**config.mk**
```make
export PLATFORM = sky130hd
export DESIGN_NAME = dteq_front
export DESIGN_NICKNAME = d
export VERILOG_FILES = /design/src/rtl/dteq_pkg.sv /design/src/rtl/dteq_front.sv
export SDC_FILE = /design/constraint.sdc
export NUM_CORES = 1
export LEC_CHECK = 0
export BUFFER_PORTS_ARGS = -buffer_cell sky130_fd_sc_hd__buf_2
export CORE_MARGIN = 2
export CORE_UTILIZATION = 43
export CTS_CLUSTER_DIAMETER = 150
export DETAILED_ROUTE_END_ITERATION = 16
export PLACE_DENSITY = 0.68
export SLEW_MARGIN = 30
export SYNTH_ARGS = -nofsm -noshare
export SYNTH_HDL_FRONTEND = slang
export SYNTH_SLANG_ARGS = --single-unit
```
**constraint.sdc**
```tcl
create_clock -name clk -period 22.7 [get_ports clk]
set_input_delay 4.54 -clock clk [delete_from_list [all_inputs] [get_ports clk]]
set_output_delay 4.54 -clock clk [all_outputs]
set_load 0.05 [all_outputs]
```
**src/rtl/dteq_pkg.sv**
```systemverilog
`default_nettype none
package dteq_pkg;
	localparam int INTERNAL_DEPTH_DEF = 64;
	localparam int EXTERNAL_DEPTH_DEF = 32;
	localparam int ENTITY_COUNT_DEF = 16;
	localparam int KIND_MAX_DEF = 3;
	localparam int EXTERNAL_FLAG_BIT_DEF = 15;
	localparam logic [7:0] NOTE_LIMIT = 8'd128;

	localparam int IN_W = 3 + 64 + 3 + 16 + 8 + 8 + 8 + 8 + 64 + 16;
	localparam int IN_BYTES_W = ((IN_W + 7) / 8) * 8;
	localparam int OUT_W = 2 + 64 + 3 + 16 + 8 + 8 + 7 + 7 + 16 + 16 + 16 + 16;
	localparam int OUT_BYTES_W = ((OUT_W + 7) / 8) * 8;

	typedef enum logic [2:0] {
		MODE_PUSH = 3'd0,
		MODE_PEEK = 3'd1,
		MODE_POP = 3'd2,
		MODE_PANIC = 3'd3,
		MODE_FRAMES = 3'd4
	} mode_t;

	typedef enum logic [1:0] {
		ST_OK = 2'd0,
		ST_REJECT = 2'd1,
		ST_EMPTY = 2'd2,
		ST_STAGED = 2'd3
	} status_t;

	typedef enum logic [1:0] {
		BK_IDLE,
		BK_READ,
		BK_EXEC
	} bk_state_t;

	typedef struct packed {
		logic [2:0] mode;
		logic [63:0] due_at;
		logic [2:0] kind;
		logic [15:0] trig_code;
		logic [7:0] target;
		logic [7:0] out_port;
		logic [7:0] note;
		logic [7:0] velocity;
		logic last;
		logic [63:0] now_at;
		logic [15:0] frame_cap;
		logic ext;
		logic fields_ok;
	} cmd_t;

	typedef struct packed {
		logic [1:0] status;
		logic [63:0] head_due;
		logic [2:0] head_kind;
		logic [15:0] head_trigger;
		logic [7:0] head_entity;
		logic [7:0] head_output;
		logic [6:0] head_note;
		logic [6:0] head_velocity;
		logic [15:0] pending_count;
		logic [15:0] frames_until;
		logic [15:0] internal_free;
		logic [15:0] external_free;
	} result_t;
endpackage
`default_nettype wire

```
**src/rtl/dteq_front.sv**
```systemverilog
`default_nettype none
module dteq_front import dteq_pkg::*; #(
	parameter int ENTITY_COUNT = ENTITY_COUNT_DEF,
	parameter int KIND_MAX = KIND_MAX_DEF,
	parameter int EXTERNAL_FLAG_BIT = EXTERNAL_FLAG_BIT_DEF
) (
	input wire logic clk,
	input wire logic arst_n,
	input wire logic in_valid,
	output logic in_ready,
	input wire logic [IN_BYTES_W-1:0] in_data,
	input wire logic in_last,
	output logic q_valid,
	input wire logic q_ready,
	output cmd_t q_cmd
);
	// two-entry queue of classified commands
	cmd_t buf_q [2];
	logic wr_q, rd_q;
	logic [1:0] cnt_q;
	cmd_t c;

	always_comb begin
		c.mode = in_data[2:0];
		c.due_at = in_data[66:3];
		c.kind = in_data[69:67];
		c.trig_code = in_data[85:70];
		c.target = in_data[93:86];
		c.out_port = in_data[101:94];
		c.note = in_data[109:102];
		c.velocity = in_data[117:110];
		c.last = in_last;
		c.now_at = in_data[181:118];
		c.frame_cap = in_data[197:182];
		c.ext = c.trig_code[EXTERNAL_FLAG_BIT];
		c.fields_ok = ({1'b0, c.target} < 9'(ENTITY_COUNT))
			&& ({1'b0, c.kind} <= 4'(KIND_MAX)) && (c.out_port != 8'd0)
			&& (c.note < NOTE_LIMIT) && (c.velocity < NOTE_LIMIT);
	end

	assign in_ready = cnt_q != 2'd2;
	assign q_valid = cnt_q != 2'd0;
	assign q_cmd = buf_q[rd_q];

	always_ff @(posedge clk) begin
		if (in_valid && in_ready) buf_q[wr_q] <= c;
	end

	always_ff @(posedge clk or negedge arst_n) begin
		if (!arst_n) begin
			wr_q <= 1'b0;
			rd_q <= 1'b0;
			cnt_q <= 2'd0;
		end else begin
			if (in_valid && in_ready) wr_q <= ~wr_q;
			if (q_valid && q_ready) rd_q <= ~rd_q;
			cnt_q <= cnt_q + 2'(in_valid && in_ready) - 2'(q_valid && q_ready);
		end
	end
endmodule
`default_nettype wire

```
==> impl_metrics.json <==
{
  "vias_per_cell": 4.83,
  "row_count": 67,
  "gp_congestion": 0.742,
  "max_freq_ghz": 0.137,
  "clk_latency_ns": 0.52,
  "fin_crit_sh_pct": 32.1,
  "synth.distinct_cells": 19,
  "multi_input_area_mm2": 0.00239,
  "yosysTopAreaCell": "edfxtp_1",
  "initial_utilization_pct": 43.9,
  "cp_cell_sequence": "buf_4 > mux2_2 > buf_2",
  "overflow": 0,
  "vias": 7556,
  "p_leak_uw": 0.00685,
  "synthAdderAreaFrac_pct": 0.170,
  "power_uw": 2870,
  "setup_viol": 0,
  "worstSetupEndpointType": "primary output",
  "cts_root_buf": "clkbuf_16",
  "drv_cap": 0,
  "synth_ff_type": "edfxtp_1",
  "fillCellCount": 2672,
  "clk_pin_slew_ns": 0.05,
  "slowest_delay_ns": 0.73,
  "numCtsBuffers": 41,
  "synthTopCellsByCount": "400 x edfxtp_1, 200 x mux2_2, 21 x buf_6, 4 x dfrtp_1",
  "worstSetupPathType": "register to primary output",
  "design_area_mm2": 0.0185,
  "drc": 0,
  "port_buffers": 405,
  "regArea_mm2": 0.0121,
  "critical_path_peak_fanout": 63,
  "grt_start_max_net_pins": 77,
  "synth-compound-area-share_pct": 0.0339,
  "min_path_type": "register to register",
  "cp_slowest_cell": "dfrtp_4",
  "cts_resized": 0,
  "synthTopCellsByArea": "edfxtp_1 81%, mux2_2 15%, buf_6 1.6%",
  "skew_ns": 0.0108,
  "synth_xor_area_share_pct": 0.238,
  "finalHoldViolCount": 0,
  "place_hpwl_um": 19900,
  "syn-cell-area_mm2": 0.0147,
  "vdd.ir_drop.worst_v": 0.0000854,
  "ant_nets": 0,
  "design.die.area_mm2": 0.0358,
  "syn_avg_cell_area_um2": 22.8,
  "die_y_um": 189,
  "drt_wl_total_um": 29900,
  "grt_pass1_vias": 7799,
  "synth_mux_area_share_pct": 15.3,
  "yosysSeqAreaShare_pct": 82.1,
  "clock_sinks": 404,
  "p_per_area_mw_per_mm2": 156,
  "dieWidth_um": 189,
  "synth_edf_count": 400,
  "cts_tree": "done",
  "rsz0062_at_grt": "no",
  "avgRoutedWirePerCell_um": 19.1,
  "first_pass_iters": 6,
  "core-area_mm2": 0.0336,
  "post_cts_buffers": 0,
  "drive_above_1_share_pct": 60.3,
  "areaGrowthSynthToFinish_pct": 25.2,
  "slew_viol_final": 0,
  "synth-seq-cells": 404,
  "outcome": "finished clean",
  "synth_top_area_share_pct": 81.5,
  "synth_top_family_by_area": "multiplexers",
  "ys_warn_count": 0,
  "yosys.area_share.simple_pct": 0.424,
  "synth_cells": 646,
  "placed_area_mm2": 0.0172,
  "cts_max_level": 2,
  "ioPinCount": 408,
  "worst_pin_slew_ns": 0.899,
  "fin_setup_tns_ns": 0,
  "hold_slack_ns": 0.481,
  "cp.required_ns": 18.16,
  "grt_first_pass_wirelength_um": 44200,
  "cts_buffer_depth": 3,
  "antenna_found_initial": 7,
  "utilization_pct": 54.9,
  "drt_iter0_markers": 345,
  "synth_fp_nets": 853,
  "fin_nets": 1287,
  "async_flop_share_pct": 0.990,
  "grt_usage_pct": 16.2,
  "synth_most_common_cell": "edfxtp_1",
  "cp-start-kind": "register",
  "hold_buffers": 0,
  "min_period_ns": 7.30,
  "maxSlewHeadroom_pct": 40.1,
  "crit_arrival_ns": 2.76
}
flip-flops by register name, summed over array words and instances, names as in the netlist:
name / count
cnt_q: 2
buf_q: 400
wr_q: 1
rd_q: 1
report_power, final:
| group | switching, µW | internal (µW) |
|---|---|---|
| sequential | 43.6 | 1020 |
| combinational | 877 | 307 |
| clock | 261 | 363 |
| total | 1180 | 1690 |
path summary, 6_finish.rpt:
check | from | to | slack, ns | depth (start not counted)
worst max-delay path | rd_q$_DFFE_PN0P_ | q_cmd[182] | 15.40 | 3
worst min-delay path | cnt_q[1]$_DFF_PN0_ | cnt_q[1]$_DFF_PN0_ | 0.48 | 1
worst max register to register | cnt_q[1]$_DFF_PN0_ | buf_q[0][39]$_DFFE_PP_ | 19.67 | 5
worst min register to register | cnt_q[1]$_DFF_PN0_ | cnt_q[1]$_DFF_PN0_ | 0.48 | 1
max in group asynchronous | arst_n | rd_q$_DFFE_PN0P_ | 18.74 | 1
min in group asynchronous | arst_n | cnt_q[1]$_DFF_PN0_ | 3.82 | 1
metrics by stage:
stage,setup WS (ns),instances
2_1_floorplan,8.99,646
3_3_place_gp,15.48,1483
3_5_place_dp,15.47,1484
4_1_cts,14.89,1558
5_1_grt,15.26,1566
6_report,15.40,1566
per-layer routing:
metal	vias to the layer above	share of wire [%]	global-route usage, %
li1	3468	-	-
met1	3754	37	18.3
met2	271	51	28.2
met3	63	7.8	5.06
met4	0	3.8	6.94
met5	-	0	0
worst max-delay path: cells and delay by family (launching register included):
| family | cells | cell delay [ns] |
|---|---|---|
| DFF | 1 | 0.73 |
| muxes | 1 | 0.43 |
| buffers and inverters | 2 | 0.95 |
cell type report:
type | instances | area share, %
repair buffers | 414 | 11.6
flip-flops and latches | 404 | 65.6
diodes | 7 | 0.0949
clock buffers | 59 | 6.03
inverters | 1 | 0.0203
clock inverters | 15 | 0.671
multi-input cells | 218 | 13.0
well taps | 448 | 3.04
placed cells by master (no fill, tap or decap):
| cell type | count |
|---|---|
| clkbuf_1 | 16 |
| dfrtp_4 | 1 |
| nor3_1 | 1 |
| and2_2 | 1 |
| bufinv_16 | 2 |
| buf_12 | 1 |
| edfxtp_1 | 400 |
| buf_2 | 405 |
| clkbuf_8 | 2 |
| and3_4 | 1 |
| or2_2 | 1 |
| inv_6 | 2 |
| mux2_2 | 200 |
| buf_6 | 3 |
| clkbuf_16 | 41 |
| dfrtp_1 | 3 |
| or2b_1 | 1 |
| nor2_4 | 1 |
| buf_16 | 1 |
| inv_1 | 1 |
| ha_1 | 2 |
| nand2_1 | 2 |
| buf_4 | 4 |
| xor2_1 | 1 |
| a21oi_1 | 1 |
| xnor2_1 | 3 |
| clkinv_2 | 4 |
| diode_2 | 7 |
| nor4_1 | 3 |
| clkinv_1 | 7 |
cells by family after synthesis:
kind of cell,Yosys count
xor gates and xnor gates,4
AOI/OAI and AO/OA,1
DFF,404
and+or+nand+nor,11
buffers and inverters,24
muxes,200
adders and majority gates,2
Power figures use the tool's default switching activity.
